$ cat config.mk
export PLATFORM = sky130hd
export DESIGN_NAME = three_level_priority_queue
export DESIGN_NICKNAME = d
export VERILOG_FILES = /design/src/hdl/tlpq_pkg.sv /design/src/hdl/tlpq_ram.sv /design/src/hdl/three_level_priority_queue.sv
export VERILOG_INCLUDE_DIRS = /design/src /design/src/hdl
export SDC_FILE = /design/constraint.sdc
export NUM_CORES = 1
export LEC_CHECK = 0
export BUFFER_PORTS_ARGS = -buffer_cell sky130_fd_sc_hd__buf_2
export CAP_MARGIN = 20
export CORE_UTILIZATION = 45
export CTS_CLUSTER_DIAMETER = 100
export DETAILED_ROUTE_END_ITERATION = 12
export GPL_ROUTABILITY_DRIVEN = 0
export GPL_TIMING_DRIVEN = 0
export SLEW_MARGIN = 0
export SYNTH_ARGS = -nofsm -noshare
export SYNTH_HDL_FRONTEND = slang
export SYNTH_HIERARCHICAL = 1
export SYNTH_SLANG_ARGS = --single-unit
$ cat constraint.sdc
create_clock -name clk_i -period 3.5 [get_ports clk_i]
set_input_delay 0.7 -clock clk_i [delete_from_list [all_inputs] [get_ports clk_i]]
set_output_delay 0.7 -clock clk_i [all_outputs]
set_load 0.02 [all_outputs]
$ cat src/hdl/three_level_priority_queue_assert.svh
// ----------------------------------------------------------------------------
// three_level_priority_queue assertion macros
// concurrent checks on clk_i, with the asynchronous reset masking them
// ----------------------------------------------------------------------------
`ifndef THREE_LEVEL_PRIORITY_QUEUE_ASSERT_SVH
`define THREE_LEVEL_PRIORITY_QUEUE_ASSERT_SVH
`ifndef NO_ASSERTIONS
// property must hold at every edge outside reset
`define TLPQ_ASSERT(lbl, prop, msg) \
  lbl: assert property (@(posedge clk_i) disable iff (!rst_ni) (prop)) \
    else $error(msg);
// condition must never be seen outside reset
`define TLPQ_ASSERT_NEVER(lbl, cond, msg) \
  lbl: assert property (@(posedge clk_i) disable iff (!rst_ni) !(cond)) \
    else $error(msg);
`else
`define TLPQ_ASSERT(lbl, prop, msg)
`define TLPQ_ASSERT_NEVER(lbl, cond, msg)
`endif
`endif

$ cat src/hdl/tlpq_pkg.sv
// ----------------------------------------------------------------------------
// tlpq_pkg
// types, character constants and the level classifier of the priority queue
// ----------------------------------------------------------------------------
package tlpq_pkg;

  localparam int NUM_LEVELS = 3;

  // result status codes
  typedef enum logic [1:0] {
    ST_OK      = 2'd0,
    ST_FULL    = 2'd1,
    ST_EMPTY   = 2'd2,
    ST_INVALID = 2'd3
  } status_e;

  typedef logic [1:0] level_t;

  localparam level_t LVL_HIGH = 2'd0;
  localparam level_t LVL_MID  = 2'd1;
  localparam level_t LVL_LOW  = 2'd2;
  localparam level_t LVL_NONE = 2'd3;

  // ascii constants
  localparam logic [7:0] CH_UP_A     = 8'h41;
  localparam logic [7:0] CH_UP_C     = 8'h43;
  localparam logic [7:0] CH_UP_D     = 8'h44;
  localparam logic [7:0] CH_UP_F     = 8'h46;
  localparam logic [7:0] CH_UP_G     = 8'h47;
  localparam logic [7:0] CH_UP_I     = 8'h49;
  localparam logic [7:0] CH_LO_A     = 8'h61;
  localparam logic [7:0] CH_LO_I     = 8'h69;
  localparam logic [7:0] CASE_OFFSET = 8'h20;
  localparam logic [7:0] CH_EMPTY    = 8'h78;
  localparam logic [7:0] CH_NONE     = 8'h00;

  // request held while its store read is in flight
  typedef struct packed {
    status_e status;
    level_t  level;
    logic    hit;
  } tlpq_meta_t;

  // map a character to its level, LVL_NONE when it has none
  function automatic level_t classify(logic [7:0] ch);
    logic [7:0] up;
    level_t     lvl;
    up = (ch inside {[CH_LO_A:CH_LO_I]}) ? (ch - CASE_OFFSET) : ch;
    if (up inside {[CH_UP_A:CH_UP_C]}) begin
      lvl = LVL_HIGH;
    end else if (up inside {[CH_UP_D:CH_UP_F]}) begin
      lvl = LVL_MID;
    end else if (up inside {[CH_UP_G:CH_UP_I]}) begin
      lvl = LVL_LOW;
    end else begin
      lvl = LVL_NONE;
    end
    return lvl;
  endfunction

endpackage

$ cat src/hdl/tlpq_ram.sv
// ----------------------------------------------------------------------------
// tlpq_ram
// generic single-write single-read ram with registered read data
// ----------------------------------------------------------------------------
module tlpq_ram #(
  parameter int WIDTH = 8,
  parameter int DEPTH = 24
) (
  input  logic                     clk_i,
  input  logic                     we_i,
  input  logic [$clog2(DEPTH)-1:0] waddr_i,
  input  logic [WIDTH-1:0]         wdata_i,
  input  logic                     re_i,
  input  logic [$clog2(DEPTH)-1:0] raddr_i,
  output logic [WIDTH-1:0]         rdata_o
);

  logic [WIDTH-1:0] mem_q [DEPTH];
  logic [WIDTH-1:0] rdata_q;

  // write port
  always_ff @(posedge clk_i) begin
    if (we_i) begin
      mem_q[waddr_i] <= wdata_i;
    end
  end

  // registered read, holds when not enabled
  always_ff @(posedge clk_i) begin
    if (re_i) begin
      rdata_q <= mem_q[raddr_i];
    end
  end

  assign rdata_o = rdata_q;

endmodule

$ cat src/hdl/three_level_priority_queue.sv
// ----------------------------------------------------------------------------
// three_level_priority_queue
// A request passes the read stage register and then the output register.
// Throughput: one request per cycle while the result side does not stall; the store ram has one write and one read
// port and each request uses at most one of them.
// Reset: pointers and fill counts clear to zero, all levels empty; the store
// itself is not cleared and needs no pass after reset.
// Three circular fifos of characters share one ram, one bank per level.
// ----------------------------------------------------------------------------
module three_level_priority_queue #(
  parameter int QUEUE_DEPTH = 8
) (
  input  logic        clk_i,
  input  logic        rst_ni,
  input  logic        s_axis_tvalid_i,
  output logic        s_axis_tready_o,
  input  logic [7:0]  s_axis_tdata_i,   // [7:0] char_in
  input  logic        s_axis_tuser_i,   // [0] kind: 0 enqueue, 1 dequeue
  output logic        m_axis_tvalid_o,
  input  logic        m_axis_tready_i,
  output logic [15:0] m_axis_tdata_o    // [1:0] status, [9:2] char_out,
                                        // [11:10] level, [15:12] zero
);

  import tlpq_pkg::*;

  `include "three_level_priority_queue_assert.svh"

  localparam int PTR_W  = $clog2(QUEUE_DEPTH);
  localparam int CNT_W  = $clog2(QUEUE_DEPTH + 1);
  localparam int RAM_D  = NUM_LEVELS * QUEUE_DEPTH;
  localparam int ADDR_W = $clog2(RAM_D);

  localparam logic [PTR_W-1:0] PTR_LAST = PTR_W'(QUEUE_DEPTH - 1);
  localparam logic [CNT_W-1:0] CNT_FULL = CNT_W'(QUEUE_DEPTH);

  logic [PTR_W-1:0] head_q [NUM_LEVELS];
  logic [PTR_W-1:0] head_d [NUM_LEVELS];
  logic [PTR_W-1:0] tail_q [NUM_LEVELS];
  logic [PTR_W-1:0] tail_d [NUM_LEVELS];
  logic [CNT_W-1:0] cnt_q  [NUM_LEVELS];
  logic [CNT_W-1:0] cnt_d  [NUM_LEVELS];

  logic             s_xfer;
  logic             is_deq;
  logic [7:0]       char_in;
  level_t           cls;
  level_t           sel_lvl;
  logic             found;
  status_e          req_status;
  logic [PTR_W-1:0] sel_head;
  logic [PTR_W-1:0] sel_tail;
  logic [CNT_W-1:0] sel_cnt;
  logic             ram_we;
  logic             ram_re;
  logic [ADDR_W-1:0] lvl_base;
  logic [ADDR_W-1:0] ram_waddr;
  logic [ADDR_W-1:0] ram_raddr;
  logic [7:0]       ram_rdata;

  tlpq_meta_t       s1_d;
  tlpq_meta_t       s1_q;
  logic             s1_valid_q;
  logic             s1_adv;

  logic             out_valid_q;
  status_e          out_status_q;
  logic [7:0]       out_char_q;
  logic [7:0]       out_char_d;
  level_t           out_level_q;

  // input transfer and decode
  assign s1_adv          = s1_valid_q && (!out_valid_q || m_axis_tready_i);
  assign s_axis_tready_o = !s1_valid_q || s1_adv;
  assign s_xfer          = s_axis_tvalid_i && s_axis_tready_o;
  assign is_deq          = s_axis_tuser_i;
  assign char_in         = s_axis_tdata_i;
  assign cls             = classify(char_in);

  // level selection: class on enqueue, first non-empty level on dequeue
  always_comb begin
    found   = 1'b0;
    sel_lvl = LVL_HIGH;
    if (is_deq) begin
      for (int l = NUM_LEVELS - 1; l >= 0; l--) begin
        if (cnt_q[l] != '0) begin
          found   = 1'b1;
          sel_lvl = level_t'(l);
        end
      end
    end else if (cls != LVL_NONE) begin
      sel_lvl = cls;
    end
  end

  // pointers and count of the selected level
  always_comb begin
    sel_head = '0;
    sel_tail = '0;
    sel_cnt  = '0;
    for (int l = 0; l < NUM_LEVELS; l++) begin
      if (sel_lvl == level_t'(l)) begin
        sel_head = head_q[l];
        sel_tail = tail_q[l];
        sel_cnt  = cnt_q[l];
      end
    end
  end

  // request status
  always_comb begin
    if (is_deq) begin
      req_status = found ? ST_OK : ST_EMPTY;
    end else if (cls == LVL_NONE) begin
      req_status = ST_INVALID;
    end else if (sel_cnt == CNT_FULL) begin
      req_status = ST_FULL;
    end else begin
      req_status = ST_OK;
    end
  end

  // store access
  assign ram_we    = s_xfer && !is_deq && (req_status == ST_OK);
  assign ram_re    = s_xfer && is_deq && found;
  assign lvl_base  = ADDR_W'(sel_lvl) * ADDR_W'(QUEUE_DEPTH);
  assign ram_waddr = lvl_base + ADDR_W'(sel_tail);
  assign ram_raddr = lvl_base + ADDR_W'(sel_head);

  tlpq_ram #(
    .WIDTH (8),
    .DEPTH (RAM_D)
  ) u_store (
    .clk_i   (clk_i),
    .we_i    (ram_we),
    .waddr_i (ram_waddr),
    .wdata_i (char_in),
    .re_i    (ram_re),
    .raddr_i (ram_raddr),
    .rdata_o (ram_rdata)
  );

  // pointer and count update
  always_comb begin
    for (int l = 0; l < NUM_LEVELS; l++) begin
      head_d[l] = head_q[l];
      tail_d[l] = tail_q[l];
      cnt_d[l]  = cnt_q[l];
      if (sel_lvl == level_t'(l)) begin
        if (ram_we) begin
          tail_d[l] = (tail_q[l] == PTR_LAST) ? '0 : tail_q[l] + 1'b1;
          cnt_d[l]  = cnt_q[l] + 1'b1;
        end
        if (ram_re) begin
          head_d[l] = (head_q[l] == PTR_LAST) ? '0 : head_q[l] + 1'b1;
          cnt_d[l]  = cnt_q[l] - 1'b1;
        end
      end
    end
  end

  always_ff @(posedge clk_i or negedge rst_ni) begin
    if (!rst_ni) begin
      for (int l = 0; l < NUM_LEVELS; l++) begin
        head_q[l] <= '0;
        tail_q[l] <= '0;
        cnt_q[l]  <= '0;
      end
    end else begin
      head_q <= head_d;
      tail_q <= tail_d;
      cnt_q  <= cnt_d;
    end
  end

  // read stage: request info waits beside the ram read
  always_comb begin
    s1_d.status = req_status;
    s1_d.level  = sel_lvl;
    s1_d.hit    = ram_re;
  end

  always_ff @(posedge clk_i or negedge rst_ni) begin
    if (!rst_ni) begin
      s1_valid_q <= 1'b0;
    end else if (s_xfer) begin
      s1_valid_q <= 1'b1;
    end else if (s1_adv) begin
      s1_valid_q <= 1'b0;
    end
  end

  always_ff @(posedge clk_i) begin
    if (s_xfer) begin
      s1_q <= s1_d;
    end
  end

  // output register
  always_comb begin
    if (s1_q.hit) begin
      out_char_d = ram_rdata;
    end else if (s1_q.status == ST_EMPTY) begin
      out_char_d = CH_EMPTY;
    end else begin
      out_char_d = CH_NONE;
    end
  end

  always_ff @(posedge clk_i or negedge rst_ni) begin
    if (!rst_ni) begin
      out_valid_q <= 1'b0;
    end else if (s1_adv) begin
      out_valid_q <= 1'b1;
    end else if (m_axis_tready_i) begin
      out_valid_q <= 1'b0;
    end
  end

  always_ff @(posedge clk_i) begin
    if (s1_adv) begin
      out_status_q <= s1_q.status;
      out_char_q   <= out_char_d;
      out_level_q  <= s1_q.level;
    end
  end

  assign m_axis_tvalid_o = out_valid_q;
  assign m_axis_tdata_o  = {4'b0000, out_level_q, out_char_q, out_status_q};

  // checks
  for (genvar g = 0; g < NUM_LEVELS; g++) begin : g_lvl_chk
    `TLPQ_ASSERT_NEVER(a_cnt_range, cnt_q[g] > CNT_FULL, "fill count above depth")
    `TLPQ_ASSERT(a_ptr_meet, (cnt_q[g] == '0 || cnt_q[g] == CNT_FULL) |-> head_q[g] == tail_q[g], "pointers disagree with fill count")
  end

  `TLPQ_ASSERT(a_adv_out, s1_adv |=> out_valid_q, "advanced result not offered")
  `TLPQ_ASSERT(a_hit_ok, (s1_valid_q && s1_q.hit) |-> s1_q.status == ST_OK, "store read without ok status")

endmodule

# == Word level (Yosys, flattened, before mapping) ==
# Memories as Yosys holds them, arrays and structs flattened. A register that Yosys moved wholly into a read port is not among the register bits.
# Cells that the tools add are included.
# classes
add_sub_neg,15
magnitude_cmp,8
eq_ne,12
n_mux,46
reduce_logical,32
# op_table
operator,n
3-bit 2-to-1 mux,12
4-bit 2-to-1 mux,9
"8-bit by 7-bit >= comparator with 1-bit output, second input constant",4
"8-bit by 7-bit <= comparator with 1-bit output, second input constant",4
2-bit 2-to-1 mux,10
"3-bit by 1-bit adder with 3-bit output, second input constant",6
"3-bit equality test, second input constant",6
2-bit AND reduction,9
8-bit 2-to-1 mux,2
"4-bit by 1-bit adder with 4-bit output, second input constant",3
1-bit 2-to-1 mux,12
4-bit nonzero test,3
"4-bit by 1-bit subtractor with 4-bit output, second input constant",3
5-bit by 3-bit adder with 5-bit output,2
1-bit logical AND,10
"8-bit by 6-bit subtractor with 8-bit output, second input constant",1
7-bit 2-to-1 mux,1
"2-bit equality test, second input constant",3
2-bit nonzero test,3
"4-bit equality test, second input constant",1
2-bit logical NOT,2
1-bit logical NOT,3
"2-bit by 1-bit equality test with 1-bit output, second input constant",1
1-bit logical OR,2
"2-bit != test, second input constant",1
# word_totals
ff_bits,49
ramBits,192
input_bits,13
out_inout_bits,18
word_cells,131
memories,1
# memory_table
name,depth,word_bits,rd,rd_clocked_by_memory_dff,write_ports,line_no,text
u_store.mem_q,24,8,1,1,1,tlpq_ram.sv:18,logic [WIDTH-1:0] mem_q [DEPTH];

# == Longest topological paths before layout ==
# logic_depth
word_depth,23
depth_mapped,17
ltp_nobuf,13

# == Modules after synthesis ==
# Netlist, hierarchy kept.
# modules_own_cells
module,n_inst,cells_each,area_per_inst_um2,seq_area_each_um2
tlpq_ram,1,383,7800.0,6005.8
three_level_priority_queue,1,262,2870.3,1311.3

# == Worst setup path after synthesis ==
# OpenSTA, ideal clock, no wires.
# synth_path
path_kind,in2reg
from,in s_axis_tdata_i[5]
to,"mem u_store.mem_q[0][0], enable pin"
setup_time_ps,370
t_arrival_ps,3454
t_required_ps,3130
slack_ps,-324
path_stages,10
path_buffers,1
cell_sequence,inv_1 -> ha_1 -> o21ai_1 -> nand4b_4 -> o211a_1 -> or4_4 -> a21oi_1 -> or3b_2 -> clkbuf_1 -> nor2_1
# synth_via
elab_chain_len,23
elab_cells_between_ends,39
cone_classes,add/sub (2); order compare (8); eq/ne (5); mux (17); reduce/logical (7)
# synth_lines
item,line_no,text
from (decl),three_level_priority_queue.sv:17,"input logic [7:0] s_axis_tdata_i,"
8-bit by 7-bit >= comparator with 1-bit output or 8-bit by 7-bit <= comparator with 1-bit output (tied branches),tlpq_pkg.sv:48,up = (ch inside {[CH_LO_A:CH_LO_I]}) ? (ch - CASE_OFFSET) : ch;
1-bit logical AND,tlpq_pkg.sv:48,
8-bit 2-to-1 mux (*),tlpq_pkg.sv:48,
8-bit by 7-bit >= comparator with 1-bit output or 8-bit by 7-bit <= comparator with 1-bit output (tied branches),tlpq_pkg.sv:53,end else if (up inside {[CH_UP_G:CH_UP_I]}) begin
1-bit logical AND,tlpq_pkg.sv:53,
1-bit 2-to-1 mux,tlpq_pkg.sv:53,
2-bit 2-to-1 mux,tlpq_pkg.sv:51,end else if (up inside {[CH_UP_D:CH_UP_F]}) begin
2-bit 2-to-1 mux (*),tlpq_pkg.sv:49,if (up inside {[CH_UP_A:CH_UP_C]}) begin
[... 8 more ...],n/a,
1-bit 2-to-1 mux,three_level_priority_queue.sv:116,end else if (sel_cnt == CNT_FULL) begin
2-bit 2-to-1 mux (*),three_level_priority_queue.sv:114,end else if (cls == LVL_NONE) begin
2-bit 2-to-1 mux (*),three_level_priority_queue.sv:112,if (is_deq) begin
2-bit logical NOT (*),three_level_priority_queue.sv:124,assign ram_we = s_xfer && !is_deq && (req_status == ST_OK);
1-bit logical AND (*),three_level_priority_queue.sv:124,
via ram_we,three_level_priority_queue.sv:54,logic ram_we;
1-bit 2-to-1 mux (*),tlpq_ram.sv:23,if (we_i) begin
1-bit 2-to-1 mux (implied by the code) (*),tlpq_ram.sv:24,mem_q[waddr_i] <= wdata_i;
to (decl),tlpq_ram.sv:18,
# The timed path passes the listed nets; every way through them passes the cells marked *.

# == Worst setup path after layout ==
# layout_path
from,in s_axis_tdata_i[5]
to,"reg u_store.rdata_q[3] (netlist: u_store/rdata_o[3]), read port of u_store.mem_q (data pin)"
# layout_via
elab_chain_len,16
elab_cells_between_ends,27
cone_classes,add/sub (2); order compare (8); eq/ne (3); mux (9); reduce/logical (5)
# layout_lines
item,line_no,text
8-bit by 7-bit >= comparator with 1-bit output or 8-bit by 7-bit <= comparator with 1-bit output (tied branches),tlpq_pkg.sv:48,
1-bit logical AND,tlpq_pkg.sv:48,
8-bit 2-to-1 mux (*),tlpq_pkg.sv:48,
8-bit by 7-bit >= comparator with 1-bit output or 8-bit by 7-bit <= comparator with 1-bit output (tied branches),tlpq_pkg.sv:53,
1-bit logical AND,tlpq_pkg.sv:53,
1-bit 2-to-1 mux,tlpq_pkg.sv:53,
2-bit 2-to-1 mux,tlpq_pkg.sv:51,
2-bit 2-to-1 mux (*),tlpq_pkg.sv:49,
2-bit != test,three_level_priority_queue.sv:91,end else if (cls != LVL_NONE) begin
2-bit 2-to-1 mux (*),three_level_priority_queue.sv:91,
2-bit 2-to-1 mux (*),three_level_priority_queue.sv:84,if (is_deq) begin
via lvl_base[3],three_level_priority_queue.sv:56,logic [ADDR_W-1:0] lvl_base;
2-bit logical NOT,three_level_priority_queue.sv:102,if (sel_lvl == level_t'(l)) begin
3-bit 2-to-1 mux (2 in a row),three_level_priority_queue.sv:102,
3-bit 2-to-1 mux (*),three_level_priority_queue.sv:102,
5-bit by 3-bit adder with 5-bit output (*),three_level_priority_queue.sv:128,assign ram_raddr = lvl_base + ADDR_W'(sel_head);
via ram_raddr[0],three_level_priority_queue.sv:58,logic [ADDR_W-1:0] ram_raddr;
to (decl),tlpq_ram.sv:19,logic [WIDTH-1:0] rdata_q;
# Marks and branches as above.
# A chain may end at the register's enable or synchronous reset.

==> summary.md <==
| Metric | Value |
|---|---|
| Status | finished, final reports clean |
| WL per Instance | between 20 and 25 um |
| Die area | between 0.02 and 0.025 sq mm |
| Highest clock rate | ~290 MHz |
| Global-route wire length before repair | about 34 mm |
| Via count | roughly 5900 |
| Netlist cell types | 59 |
| Worst Tran Pin Value | roughly 740 ps |
| Post-Route Skew | roughly 17 ps |
| Crit-path max FO | 29 |
| Max-cap violations | 0 |
| Largest net degree at the start of global routing | 33 |
| Slowest cell delay on critical path | around 500 ps |
| Final Hold Violating Endpoints | 0 |
| Mapped Cells | 645 |
| Core area | between 0.02 and 0.025 sq mm |
| Post-synth top flop | edfxtp_1 |
| Worst r2r src | cnt_q[9] |
| Vias per inst | ~5.6 |
| Critical path destination | u_store/rdata_o[3] |
| Post-synth top area cell | edfxtp_1 |
| Worst-path clk slew | 60 ps |
| DIE WIDTH | roughly 160 um |
| Unrepaired setup endpoints after global routing | yes |
| Worst Hold Class | primary input to async pin |
| Worst setup startpoint | s_axis_tdata_i[5] |
| R2r setup slk | 130 ps |
| DP Area | about 0.011 sq mm |
| Most frequent CP cell | buf_12 |
| Pwr per Cell Area | ~700 mW/mm^2 |
| Layout fillers | around 1800 |
| Worst skew pair latency | 530 ps |
| Design Area, Final | around 0.013 sq mm |
| Hold Slack | about 230 ps |
| Final period utilization | slightly below 100% |
| Reg-to-reg endpoint | u_store/rdata_o[3] |
| CTS tree | yes |
| CP max stage cell | mux4_2 |
| Vias in the first global route | ~6000 |
| Port Buf Inserts | 25 |
| Top post-synthesis cells by area | edfxtp_1 61%, dfrtp_1 7.5%, mux4_2 6.8% |
| Sequential share of the synthesized area | 68.6% |
| Path depth of the worst reg2reg path | 12 |
| Antenna violations before repair | 0 |
| DRT Pass-1 Iters | 5 |
| Row cnt | 55 |
| # diodes | 0 |
| CP arrival | around 3700 ps |
| Max-slew violations | 0 |
| Final setup fails | 0 |
| Leak | between 0.004 and 0.005 uW |
| Grt total ovfl | 0 |
| CP Class | primary input to register |
| Detail Route Antenna Nets | 0 |
| DR iter-0 viols | around 330 |
| Max Root-Sink Buffers | 3 |
| Top-area cell type share of the netlist area | between 60 and 70% |
| Worst vdd ir | about 0.34 mV |
| Syn Std Cell Area | 0.0107 sq mm |
| Layout Nets | about 750 |
| Fin crit period | 3420 ps |
| Data required, critical path | 3750 ps |
| #FFs+latches synth | around 250 |
| Sink Count | about 250 |
| Total wire length | 22.4 mm |
| Area grow syn2layout | 18.2% |
| Inserted Clock Buffers | 27 |
| Dpl hpwl | 14.4 mm |
| # DRC | 0 |
| CTS root buf | clkbuf_16 |
| CP Launch Type | primary input |
| Cell Chain, Critical Path | buf_12, inv_1, ha_1, o21ai_2, nand4b_4, o22a_4, clkinvlp_4, buf_12, a22oi_1, nand2_1, buf_6, buf_12, mux4_2, o211ai_1, o311ai_1 |
| Synth top cells by count | 217 x edfxtp_1, 43 x mux2i_1, 41 x nor2_1 |
| GRT Total Usage | a little under a fifth |
| I/O Pins | 31 |
| Initial Utilization | 46.6% |
| Max-slew headroom | between 50% and 60% |
| Synth warn | 6 |
| CTS H-tree depth | 1 |
| Ys async rst share | approximately an eighth |
| Overall power | 8610 uW |
| EDFF count, synth | between 200 and 250 |
| CP endpoint kind | register |
| Share of cells above drive strength 1 | around 28% |
| Die H | 156 um |
| Post-synthesis average cell area | approximately 17 sq um |
| Most common cell in the synthesized netlist | edfxtp_1 |
## state kept, by name, indices dropped and copies added (netlist names)
| name | count |
|---|---|
| out_status_q | 2 |
| u_store/mem_q | 192 |
| m_axis_tvalid_o | 1 |
| u_store/rdata_o | 8 |
| s1_valid_q | 1 |
| out_char_q | 8 |
| head_q | 9 |
| s1_q | 5 |
| tail_q | 9 |
| cnt_q | 12 |
| out_level_q | 2 |
## cell type report
type / instances / area (sq um) / share of cell area, %
inverters: 16 / 67.6 / 0.536
flip-flops and latches: 249 / 7320 / 58.0
plain buffers: 27 / 236 / 1.88
well taps: 313 / 392 / 3.11
repair buffers: 44 / 378 / 3.00
multi-input cells: 353 / 3390 / 26.9
clock buffers: 32 / 694 / 5.51
clock inverters: 14 / 123 / 0.973
repair inverters: 1 / 5.00 / 0.0397
## layer usage
layer,GRT usage (%),routed length (um),vias up
li1,-,-,2685
met2,32.0,11100,117
met5,0,0,-
met1,25.4,9940,3073
met3,2.72,941,38
met4,5.14,463,0
## cell families (layout without fill, tap and decap cells)
kind of cell / Yosys count / after routing / synth area share, %
AO/OA/AOI/OAI: 82 / 82 / 5.91
XOR/XNOR: 7 / 7 / 0.575
adder cells (fa/ha/maj): 22 / 22 / 2.79
buffers and inverters: 46 / 134 / 2.38
flip-flops: 249 / 249 / 68.6
multiplexers: 92 / 92 / 12.6
other: 1 / 4 / 0.0351
AND/OR/NAND/NOR: 146 / 146 / 7.12
## how the worst min path moves through the flow
stage,slack (ps),startpoint,end
after floorplan,400,rst_ni,cnt_q[0]
after global placement,410,s1_q[2],out_level_q[1]
final,230,rst_ni,cnt_q[10]
after CTS,250,rst_ni,cnt_q[10]
after detailed placement,410,s1_q[2],out_level_q[1]
after global routing,280,rst_ni,cnt_q[8]
## metrics by stage
stage	utilization (%)	std cells	setup TNS (ps)	setup WS, ps
CTS	53.7	1034	-3590	-89.8
global route	55.0	1049	-347	-45.3
finish	55.0	1049	0	79.3
detailed placement	49.1	986	-237440	-1480
floorplan	-	648	-1100	-25.7
global placement	49.1	986	-218230	-1410
## where the power goes
group	internal, uW	switching [uW]	leakage, uW
clock network	1550	1100	0.000403
registers	3390	141	0.00236
logic	1150	1270	0.00168
## worst max-delay path, delay by kind of cell
| family | cells | cell delay, ps |
|---|---|---|
| adders and majority gates | 1 | 290 |
| and+or+nand+nor | 2 | 270 |
| buffers and inverters | 6 | 770 |
| AOI/OAI and AO/OA | 5 | 1080 |
| muxes | 1 | 510 |
## placed cells by master (no fill, tap or decap), types with 4 or more instances in the layout
cell and instances:
buf_4 29, inv_1 14, nor2b_1 6, xnor2_1 7, conb_1 4, nor2_4 25
buf_6 4, nor3_1 5, mux2_2 16, o311ai_1 8, a2bb2oi_1 8, buf_12 9
nand3b_1 6, mux4_2 32, nand2_1 36, nand2b_1 6, nor2_1 17, a21o_1 10
clkbuf_16 28, ha_1 19, clkbuf_1 8, a22oi_1 14, o21ai_0 5, and2_1 7
buf_2 22, dfrtp_1 31, clkinv_2 7, a21oi_1 5, nand3_1 10, mux2i_1 40
edfxtp_1 217, o211ai_1 15, nor4_1 5
## timing repair
action / in CTS / in global routing
cloned: 1 / 1
resized for setup: 58 / 26
endpoints found under the setup margin: 203 / 154
hold buffers: 0 / 0
pin swaps: 3 / 15
setup buffers: 4 / 14
(Power assumes the default switching activity.)
